File: src/hdl/assert_macros.svh
// Assertion helper macros shared by the RTL files.
// Included by modules that carry concurrent checks; needs nothing else.
`ifndef ASSERT_MACROS_SVH
`define ASSERT_MACROS_SVH

// Check a property on every rising edge, skipped while reset is high.
`define LPR_ASSERT(lbl, clk, rst, prop, msg) \
   lbl: assert property (@(posedge clk) disable iff (rst) prop) else $error(msg);

// Check a property on every rising edge, reset included.
`define LPR_ASSERT_ALWAYS(lbl, clk, prop, msg) \
   lbl: assert property (@(posedge clk) prop) else $error(msg);

`endif

File: src/hdl/lpr_pkg.sv
// Shared constants and types for the LFU page replacement block.
// No dependencies; used by the interfaces, lpr_select and lfu_page_replacement.
`timescale 1ns / 1ps

package lpr_pkg;

   localparam int FRAMES_DEF    = 4;
   localparam int PAGE_BITS_DEF = 16;

   localparam int PAGE_PORT_W = 16;
   localparam int SLOT_W      = 2;
   localparam int COUNT_W     = 16;
   localparam int STAMP_W     = 32;
   localparam int FAULT_W     = 32;

   localparam logic [COUNT_W-1:0] COUNT_MAX = {COUNT_W{1'b1}};

   // Per-frame verdict of the scan compare
   typedef struct packed {
      logic match;   // valid frame holds the referenced page
      logic empty;   // frame is free
      logic better;  // frame beats the current victim candidate
   } scan_flags_type;

endpackage

File: src/hdl/lpr_if.sv
// Valid/ready channel interfaces for page references and replacement results.
// Depends on lpr_pkg for the field widths.
`timescale 1ns / 1ps

interface lpr_req_if;
   logic                               valid;
   logic                               ready;
   logic [lpr_pkg::PAGE_PORT_W-1:0]    page;

   modport source (output valid, output page, input ready);
   modport sink   (input valid, input page, output ready);
endinterface

interface lpr_rsp_if;
   logic                               valid;
   logic                               ready;
   logic                               hit;
   logic [lpr_pkg::SLOT_W-1:0]         slot;
   logic                               evicted_valid;
   logic [lpr_pkg::PAGE_PORT_W-1:0]    evicted_page;
   logic [lpr_pkg::FAULT_W-1:0]        fault_total;

   modport source (output valid, output hit, output slot, output evicted_valid,
                   output evicted_page, output fault_total, input ready);
   modport sink   (input valid, input hit, input slot, input evicted_valid,
                   input evicted_page, input fault_total, output ready);
endinterface

File: src/hdl/lpr_frame_mem.sv
// Frame table storage: one write port, one read port, registered read data.
// No package dependencies.
`timescale 1ns / 1ps

module lpr_frame_mem #(
   parameter int DEPTH  = 4,
   parameter int ADDR_W = 2,
   parameter int WIDTH  = 64
) (
   input  logic              clock,
   input  logic              wr_en,
   input  logic [ADDR_W-1:0] wr_addr,
   input  logic [WIDTH-1:0]  wr_data,
   input  logic              rd_en,
   input  logic [ADDR_W-1:0] rd_addr,
   output logic [WIDTH-1:0]  rd_data
);

   logic [WIDTH-1:0] mem [DEPTH];
   logic [WIDTH-1:0] rd_data_ff;

   always_ff @(posedge clock) begin
      if (wr_en) begin
         mem[wr_addr] <= wr_data;
      end
   end

   always_ff @(posedge clock) begin
      if (rd_en) begin
         rd_data_ff <= mem[rd_addr];
      end
   end

   assign rd_data = rd_data_ff;

endmodule

File: src/hdl/lpr_select.sv
// Per-frame compare for the scan: tag match, free frame, victim ordering.
// Depends on lpr_pkg for the count/stamp widths and the flag struct.
`timescale 1ns / 1ps

module lpr_select #(
   parameter int PAGE_BITS = lpr_pkg::PAGE_BITS_DEF
) (
   input  logic [PAGE_BITS-1:0]          ref_page,
   input  logic                          row_valid,
   input  logic                          row_first,
   input  logic [PAGE_BITS-1:0]          row_page,
   input  logic [lpr_pkg::COUNT_W-1:0]   row_count,
   input  logic [lpr_pkg::STAMP_W-1:0]   row_stamp,
   input  logic [lpr_pkg::COUNT_W-1:0]   best_count,
   input  logic [lpr_pkg::STAMP_W-1:0]   best_stamp,
   output lpr_pkg::scan_flags_type       flags
);

   logic older;

   // Lower count wins; equal counts go to the earlier arrival, full ties keep the lower index
   assign older = (row_count < best_count) ||
                  ((row_count == best_count) && (row_stamp < best_stamp));

   always_comb begin
      flags.match  = row_valid && (row_page == ref_page);
      flags.empty  = !row_valid;
      flags.better = row_valid && (row_first || older);
   end

endmodule

File: src/hdl/lfu_page_replacement.sv
// LFU page replacement with FIFO tie-break. Each request beat is one page reference and
// yields exactly one response beat: hit flag, frame slot, the evicted page if any and the
// running fault total. Frame contents (page, use count, arrival stamp) live in a synchronous
// memory with one read and one write port that is scanned one frame per cycle. A reference
// is accepted only while idle, and acceptance issues the read of frame 0; the scan then
// compares every frame in turn, and a finish step writes back the frame and loads the response
// register, after which the block is idle again. A waiting response does not block the next
// reference; only the write-back waits for it to drain.
// Frame valid bits are flip-flops cleared by reset, so no clearing pass is needed.
// Depends on lpr_pkg, lpr_if, lpr_frame_mem and lpr_select.
`timescale 1ns / 1ps
`include "assert_macros.svh"

module lfu_page_replacement #(
   parameter int FRAMES    = lpr_pkg::FRAMES_DEF,
   parameter int PAGE_BITS = lpr_pkg::PAGE_BITS_DEF
) (
   input  logic          clock,
   input  logic          reset,
   lpr_req_if.sink       req_chan,
   lpr_rsp_if.source     rsp_chan
);

   localparam int IDX_W = (FRAMES > 1) ? $clog2(FRAMES) : 1;
   localparam int ROW_W = PAGE_BITS + lpr_pkg::COUNT_W + lpr_pkg::STAMP_W;
   localparam logic [IDX_W-1:0] LAST_IDX = IDX_W'(FRAMES - 1);

   typedef enum logic [1:0] {ST_IDLE, ST_SCAN, ST_FINISH} state_type;

   state_type                        state_ff;
   logic [FRAMES-1:0]                valid_ff;
   logic [lpr_pkg::STAMP_W-1:0]      ref_ff;
   logic [lpr_pkg::FAULT_W-1:0]      fault_ff;
   logic [PAGE_BITS-1:0]             page_ff;
   logic [lpr_pkg::STAMP_W-1:0]      stamp_ff;
   logic [IDX_W-1:0]                 chk_ff;
   logic                             hit_found_ff;
   logic [IDX_W-1:0]                 hit_idx_ff;
   logic [ROW_W-1:0]                 hit_row_ff;
   logic                             empty_found_ff;
   logic [IDX_W-1:0]                 empty_idx_ff;
   logic [IDX_W-1:0]                 best_idx_ff;
   logic [PAGE_BITS-1:0]             best_page_ff;
   logic [lpr_pkg::COUNT_W-1:0]      best_cnt_ff;
   logic [lpr_pkg::STAMP_W-1:0]      best_stamp_ff;

   logic                             rsp_valid_ff;
   logic                             rsp_hit_ff;
   logic [lpr_pkg::SLOT_W-1:0]       rsp_slot_ff;
   logic                             rsp_evicted_valid_ff;
   logic [lpr_pkg::PAGE_PORT_W-1:0]  rsp_evicted_page_ff;
   logic [lpr_pkg::FAULT_W-1:0]      rsp_fault_ff;

   logic                             accept;
   logic                             rsp_free;
   logic                             load;
   logic                             rd_en;
   logic [IDX_W-1:0]                 rd_addr;
   logic [ROW_W-1:0]                 rd_row;
   logic [PAGE_BITS-1:0]             row_page;
   logic [lpr_pkg::COUNT_W-1:0]      row_cnt;
   logic [lpr_pkg::STAMP_W-1:0]      row_stamp;
   logic                             row_valid;
   lpr_pkg::scan_flags_type          flags;

   logic [IDX_W-1:0]                 target;
   logic                             evict;
   logic [lpr_pkg::COUNT_W-1:0]      hit_cnt;
   logic [lpr_pkg::COUNT_W-1:0]      hit_cnt_in;
   logic [ROW_W-1:0]                 wr_row;

   assign req_chan.ready = (state_ff == ST_IDLE);
   assign accept         = req_chan.valid && req_chan.ready;
   assign rsp_free       = !rsp_valid_ff || rsp_chan.ready;
   assign load           = (state_ff == ST_FINISH) && rsp_free;

   // Read frame 0 on accept, then the next frame each scan cycle
   assign rd_en   = accept || ((state_ff == ST_SCAN) && (chk_ff != LAST_IDX));
   assign rd_addr = accept ? '0 : IDX_W'(chk_ff + 1'b1);

   assign {row_page, row_cnt, row_stamp} = rd_row;
   assign row_valid = valid_ff[chk_ff];

   assign evict   = !hit_found_ff && !empty_found_ff;
   assign target  = hit_found_ff ? hit_idx_ff : (empty_found_ff ? empty_idx_ff : best_idx_ff);
   assign hit_cnt = hit_row_ff[lpr_pkg::STAMP_W +: lpr_pkg::COUNT_W];
   assign hit_cnt_in = (hit_cnt == lpr_pkg::COUNT_MAX) ? hit_cnt
                                                       : lpr_pkg::COUNT_W'(hit_cnt + 1'b1);
   assign wr_row  = hit_found_ff
                  ? {page_ff, hit_cnt_in, hit_row_ff[lpr_pkg::STAMP_W-1:0]}
                  : {page_ff, {lpr_pkg::COUNT_W{1'b0}}, stamp_ff};

   lpr_frame_mem #(
      .DEPTH  (FRAMES),
      .ADDR_W (IDX_W),
      .WIDTH  (ROW_W)
   ) u_mem (
      .clock   (clock),
      .wr_en   (load),
      .wr_addr (target),
      .wr_data (wr_row),
      .rd_en   (rd_en),
      .rd_addr (rd_addr),
      .rd_data (rd_row)
   );

   lpr_select #(
      .PAGE_BITS (PAGE_BITS)
   ) u_select (
      .ref_page   (page_ff),
      .row_valid  (row_valid),
      .row_first  (chk_ff == '0),
      .row_page   (row_page),
      .row_count  (row_cnt),
      .row_stamp  (row_stamp),
      .best_count (best_cnt_ff),
      .best_stamp (best_stamp_ff),
      .flags      (flags)
   );

   always_ff @(posedge clock) begin
      if (reset) begin
         state_ff     <= ST_IDLE;
         valid_ff     <= '0;
         ref_ff       <= '0;
         fault_ff     <= '0;
         rsp_valid_ff <= 1'b0;
      end else begin
         if (load) begin
            rsp_valid_ff <= 1'b1;
         end else if (rsp_valid_ff && rsp_chan.ready) begin
            rsp_valid_ff <= 1'b0;
         end
         unique case (state_ff)
            ST_IDLE: begin
               if (accept) begin
                  page_ff        <= PAGE_BITS'(req_chan.page);
                  stamp_ff       <= ref_ff;
                  ref_ff         <= lpr_pkg::STAMP_W'(ref_ff + 1'b1);
                  chk_ff         <= '0;
                  hit_found_ff   <= 1'b0;
                  empty_found_ff <= 1'b0;
                  state_ff       <= ST_SCAN;
               end
            end
            ST_SCAN: begin
               if (flags.match && !hit_found_ff) begin
                  hit_found_ff <= 1'b1;
                  hit_idx_ff   <= chk_ff;
                  hit_row_ff   <= rd_row;
               end
               if (flags.empty && !empty_found_ff) begin
                  empty_found_ff <= 1'b1;
                  empty_idx_ff   <= chk_ff;
               end
               if (flags.better) begin
                  best_idx_ff   <= chk_ff;
                  best_page_ff  <= row_page;
                  best_cnt_ff   <= row_cnt;
                  best_stamp_ff <= row_stamp;
               end
               chk_ff <= IDX_W'(chk_ff + 1'b1);
               if (chk_ff == LAST_IDX) begin
                  state_ff <= ST_FINISH;
               end
            end
            ST_FINISH: begin
               // Hold the write-back until the response register is free
               if (rsp_free) begin
                  if (!hit_found_ff) begin
                     valid_ff[target] <= 1'b1;
                     fault_ff         <= lpr_pkg::FAULT_W'(fault_ff + 1'b1);
                     rsp_fault_ff     <= lpr_pkg::FAULT_W'(fault_ff + 1'b1);
                  end else begin
                     rsp_fault_ff     <= fault_ff;
                  end
                  rsp_hit_ff           <= hit_found_ff;
                  rsp_slot_ff          <= lpr_pkg::SLOT_W'(target);
                  rsp_evicted_valid_ff <= evict;
                  rsp_evicted_page_ff  <= evict ? lpr_pkg::PAGE_PORT_W'(best_page_ff) : '0;
                  state_ff             <= ST_IDLE;
               end
            end
            default: begin
               state_ff <= ST_IDLE;
            end
         endcase
      end
   end

   assign rsp_chan.valid         = rsp_valid_ff;
   assign rsp_chan.hit           = rsp_hit_ff;
   assign rsp_chan.slot          = rsp_slot_ff;
   assign rsp_chan.evicted_valid = rsp_evicted_valid_ff;
   assign rsp_chan.evicted_page  = rsp_evicted_page_ff;
   assign rsp_chan.fault_total   = rsp_fault_ff;

   `LPR_ASSERT(a_hit_no_evict, clock, reset,
               rsp_valid_ff && rsp_hit_ff |-> !rsp_evicted_valid_ff,
               "hit beat reports an eviction")
   `LPR_ASSERT(a_evict_full, clock, reset,
               load && evict |-> (&valid_ff),
               "eviction while a frame is free")
   `LPR_ASSERT(a_fault_step, clock, reset,
               load && !hit_found_ff |=> fault_ff == $past(fault_ff) + 1'b1,
               "fault count did not advance on a miss")
   `LPR_ASSERT(a_valid_sticky, clock, reset,
               !$past(reset) |-> (valid_ff & $past(valid_ff)) == $past(valid_ff),
               "frame valid bit dropped")
   `LPR_ASSERT(a_no_accept_busy, clock, reset,
               state_ff != ST_IDLE |-> !accept,
               "reference accepted during a scan")

endmodule
File: src/flat_wrapper.sv
// flat-port wrapper written by rule: the top's interface ports become plain ports
module lfu_page_replacement_flat 
#(
   parameter int FRAMES    = lpr_pkg::FRAMES_DEF,
   parameter int PAGE_BITS = lpr_pkg::PAGE_BITS_DEF
)
  (clock, reset, req_chan_valid, req_chan_page, req_chan_ready, rsp_chan_valid, rsp_chan_hit, rsp_chan_slot, rsp_chan_evicted_valid, rsp_chan_evicted_page, rsp_chan_fault_total, rsp_chan_ready);
  lpr_req_if req_chan_i ();
  lpr_rsp_if rsp_chan_i ();
  input  logic clock;
  input  logic reset;
  input wire logic [$bits(req_chan_i.valid)-1:0] req_chan_valid;
  input wire logic [$bits(req_chan_i.page)-1:0] req_chan_page;
  output wire logic [$bits(req_chan_i.ready)-1:0] req_chan_ready;
  output wire logic [$bits(rsp_chan_i.valid)-1:0] rsp_chan_valid;
  output wire logic [$bits(rsp_chan_i.hit)-1:0] rsp_chan_hit;
  output wire logic [$bits(rsp_chan_i.slot)-1:0] rsp_chan_slot;
  output wire logic [$bits(rsp_chan_i.evicted_valid)-1:0] rsp_chan_evicted_valid;
  output wire logic [$bits(rsp_chan_i.evicted_page)-1:0] rsp_chan_evicted_page;
  output wire logic [$bits(rsp_chan_i.fault_total)-1:0] rsp_chan_fault_total;
  input wire logic [$bits(rsp_chan_i.ready)-1:0] rsp_chan_ready;
  assign req_chan_i.valid = req_chan_valid;
  assign req_chan_i.page = req_chan_page;
  assign req_chan_ready = req_chan_i.ready;
  assign rsp_chan_valid = rsp_chan_i.valid;
  assign rsp_chan_hit = rsp_chan_i.hit;
  assign rsp_chan_slot = rsp_chan_i.slot;
  assign rsp_chan_evicted_valid = rsp_chan_i.evicted_valid;
  assign rsp_chan_evicted_page = rsp_chan_i.evicted_page;
  assign rsp_chan_fault_total = rsp_chan_i.fault_total;
  assign rsp_chan_i.ready = rsp_chan_ready;
  lfu_page_replacement #(.FRAMES(FRAMES), .PAGE_BITS(PAGE_BITS)) u_core (.clock(clock), .reset(reset), .req_chan(req_chan_i), .rsp_chan(rsp_chan_i));
endmodule
File: config.mk
export PLATFORM = sky130hd
export DESIGN_NAME = lfu_page_replacement_flat
export DESIGN_NICKNAME = d
export VERILOG_FILES = /design/src/hdl/lpr_pkg.sv /design/src/hdl/lpr_if.sv /design/src/hdl/lpr_frame_mem.sv /design/src/hdl/lpr_select.sv /design/src/hdl/lfu_page_replacement.sv /design/src/flat_wrapper.sv
export VERILOG_INCLUDE_DIRS = /design/src /design/src/hdl
export SDC_FILE = /design/constraint.sdc
export NUM_CORES = 1
export LEC_CHECK = 0
export ABC_AREA = 1
export ABC_CLOCK_PERIOD_IN_PS = 6250
export BUFFER_PORTS_ARGS = -buffer_cell sky130_fd_sc_hd__buf_4
export CORE_MARGIN = 1
export CORE_UTILIZATION = 49
export DETAILED_ROUTE_END_ITERATION = 16
export GPL_ROUTABILITY_DRIVEN = 0
export PLACE_DENSITY = 0.67
export SLEW_MARGIN = 20
export SYNTH_ARGS = -nofsm -noshare
export SYNTH_HDL_FRONTEND = slang
export SYNTH_SLANG_ARGS = --single-unit
File: constraint.sdc
create_clock -name clock -period 6.25 [get_ports clock]
set_input_delay 0.3125 -clock clock [delete_from_list [all_inputs] [get_ports clock]]
set_output_delay 0.3125 -clock clock [all_outputs]
set_load 0.03 [all_outputs]
==> impl_metrics.csv <==
group,metric,value,unit
worst_setup_path,reg2reg_depth,8,
global_route,grt_remaining_overflow,0,
route,via_per_inst,5.37,
place,place_hpwl,31.7,mm
place,post_dp_cell_area,26300,um^2
clock_tree,cts_buffers,59,
route,drc,0,
flow_run,maxCapViolCount,0,
outcome,outcome,"finished, final reports clean",
floorplanning,pin_count,74,
worst_setup_path,crit_end,"u_core.u_mem.mem[1][15]",
synthesis,syn_nets,2145,
clock_tree,root_buffer,"clkbuf_16",
global_route,grt_pass1_wl,84.0,mm
power,cellPowerDensity,313,nW/um^2
global_route,grt_max_degree,113,
global_route,antenna_found_initial,0,
floorplanning,die_w,228,um
worst_setup_path,cp.required,6.49,ns
synthesis,ys_top_cells_by_area,"edfxtp_1 (65%), dfxtp_1 (5.7%), nor2_1 (4.6%)",
route,vias,15500,
global_route,grt_pass1_vias,15700,
synthesis,ys_ff_latch,613,
synthesis,yosysUniqueCellTypes,48,
floorplanning,die-area,51900,um^2
power,power_leakage,0.0103,uW
synthesis,seq_area_frac_synth,70.9,%
timing,tightest_slew,1.10,ns
worst_setup_path,end_kind,"register",
route,wl_met2,25.2,mm
worst_setup_path,critPathLaunch,"u_core.hit_found_ff",
global_route,grt_use_total,20.5,%
route,routed_wl,52.9,mm
synthesis,async_flop_share,0,%
timing,drv_slew,0,
power,ir_drop,0.000228,V
clock_tree,cts_num_sinks,613,
timing,final-hold-violation-count,0,
clock_tree,worstSkewPairLatency,0.62,ns
timing,period_minus_slack,3.50,ns
clock_tree,cts_tree,"yes",
synthesis,yosysMostFrequentCell,"edfxtp_1",
route,first_pass_iters,7,
route,avgRoutedWirePerCell,18.3,um
synthesis,synthTopCellsByCount,"edfxtp_1 (542), nor2_1 (304), nand2_1 (298), inv_1 (232), o21ai_0 (114)",
clock_tree,cts_buffer_depth,3,
synthesis,synth_edf_count,542,
route,highest_layer,"met4",
synthesis,syn_area,25000,um^2
cells_and_area,fin_nets,2245,
worst_hold_path,hold_path.class,"primary input to register",
timing,tns,0,ns
synthesis,post_synth.cell_area_avg,12.0,um^2
cells_and_area,drive_gt1_share,11.1,%
cells_and_area,n_fill_cell,4009,
route,postRouteAntennaNets,0,
cells_and_area,n_antenna_cell,0,
synthesis,syn_inst,2073,
clock_tree,cts_max_level,2,
route,wl_met3,3.22,mm
place,io_buffers,73,
floorplanning,fp-row-count,82,
route,drt_first_iter_violations,1079,
worst_setup_path,worst_ep_arrival_time,3.73,ns
synthesis,yosys_warnings,0,
synthesis,synth_top_area_share,65.2,%
synthesis,yosysTopAreaCell,"edfxtp_1",
worst_setup_path,critPathLaunchType,"register",
worst_setup_path,rr_endpoint,"u_core.u_mem.mem[1][15]",
timing,max_freq,286,MHz
floorplanning,die_h,228,um
cells_and_area,area_delta_synth_final,14.0,%
worst_setup_path,reg2reg_from,"u_core.hit_found_ff",
timing,fin_crit_sh,55.9,%
route,wl_met1,23.0,mm
floorplanning,start_util,49.8,%
floorplanning,coreArea,50200,um^2
synthesis,synthFlopType,"edfxtp_1",
timing,finalSetupViolations,0,
cells_and_area,fin_area,28500,um^2
timing,rsz0062_at_grt,"no",
clock_tree,clkSlewWorstSetupHoldPaths,0.06,ns
timing,relSlewSlack,26.4,%
worst_setup_path,crit_fanout,41,
timing,finClkSkew,0.0192,ns
worst_setup_path,r2r_slack,2.75,ns
worst_setup_path,path_class,"register to register",
[through the flow]
step                hold WS [ns]  setup slack, ns  cells  total power (uW)  util [%]
floorplan                  0.411            0.230   2073              5130         -
finish                     0.112             2.75   2893              8910      56.7
global route               0.115             2.46   2893              9200      56.7
detailed placement         0.438             2.69   2767              5320      52.3
global placement           0.440             2.80   2767              5300      52.3
CTS                       0.0918             2.69   2892              8980      56.7
[layout make-up]
cell class	count	area [um^2]	area share, %
flip-flops and latches	613	17700	62.2
multi-input cells	1152	6140	21.6
clock buffers	72	1580	5.54
inverters	238	897	3.15
repair buffers	109	882	3.10
well taps	672	841	2.95
clock inverters	37	427	1.50
[cells by family after synthesis]
family	count (synthesis)	share of synthesized area, %
and+or+nand+nor	750	12.8
adders and majority gates	52	2.61
DFF	613	70.9
xor gates and xnor gates	39	1.43
buffers and inverters	308	4.81
AOI/OAI and AO/OA	311	7.43
[registers in the layout (all words and copies together), names as in the netlist, 2 cells and up]
signal                        flops
u_core.best_cnt_ff               16
u_core.best_idx_ff                2
u_core.best_page_ff              16
u_core.best_stamp_ff             32
u_core.chk_ff                     2
u_core.empty_idx_ff               2
u_core.fault_ff                  32
u_core.hit_idx_ff                 2
u_core.hit_row_ff                48
u_core.page_ff                   16
u_core.ref_ff                    32
u_core.rsp_chan.evicted_page     16
u_core.rsp_chan.fault_total      32
u_core.rsp_chan.slot              2
u_core.stamp_ff                  32
u_core.state_ff                   2
u_core.u_mem.mem                256
u_core.u_mem.rd_data             64
u_core.valid_ff                   4
[critical path, stage by stage (launching register included)]
cell      delay [ns]
edfxtp_1        0.40
inv_2           0.21
buf_4           0.55
o211ai_1        0.21
o21ai_1         0.34
inv_1           0.20
nor3_2          0.14
buf_4           0.43
buf_4           0.58
[cells in the final DEF, fill, tap and decap left out, types with 17 or more instances in the layout]
master | Yosys | final
dfxtp_1 | 71 | 71
inv_1 | 232 | 232
nand4_1 | 17 | 17
buf_4 | 4 | 91
clkbuf_16 | 0 | 59
a21oi_1 | 97 | 96
ha_1 | 52 | 52
o32ai_1 | 64 | 64
nand3_1 | 37 | 37
nor3_1 | 40 | 36
nor2_1 | 304 | 300
o21ai_0 | 114 | 114
nand2_1 | 298 | 297
edfxtp_1 | 542 | 542
xor2_1 | 28 | 28
[report_power, final]
| group | internal (uW) | switching, uW | leakage, uW |
|---|---|---|---|
| Sequential | 4620 | 82.2 | 0.00552 |
| Clock | 2160 | 1510 | 0.000979 |
| Combinational | 168 | 370 | 0.00384 |
[per-layer routing]
| layer | vias to the layer above | global-route usage, % |
|---|---|---|
| met5 | - | 0 |
| li1 | 7408 | - |
| met1 | 7564 | 28.1 |
| met4 | 0 | 7.12 |
| met3 | 102 | 2.95 |
| met2 | 459 | 33.6 |
[how the worst min path moves through the flow]
| stage | startpoint | cells after the start | slack (ns) | endpoint |
|---|---|---|---|---|
| after floorplan | req_chan_page[0] | 0 | 0.41 | u_core.page_ff[0] |
| after global placement | u_core.u_mem.rd_data[58] | 0 | 0.44 | u_core.best_page_ff[10] |
| after CTS | rsp_chan_ready | 4 | 0.09 | u_core.state_ff[1] |
| after detailed placement | u_core.u_mem.rd_data[58] | 0 | 0.44 | u_core.best_page_ff[10] |
| final | rsp_chan_ready | 4 | 0.11 | u_core.rsp_chan.valid |
| after global routing | rsp_chan_ready | 4 | 0.11 | u_core.rsp_chan.valid |
[timing repair]
item | 4_1_cts | 5_1_grt
resized for setup | 0 | 0
hold buffers | 16 | 0
endpoints found under the hold margin | 16 | 0
buffers inserted | 0 | 0
Power figures use the tool's default switching activity.
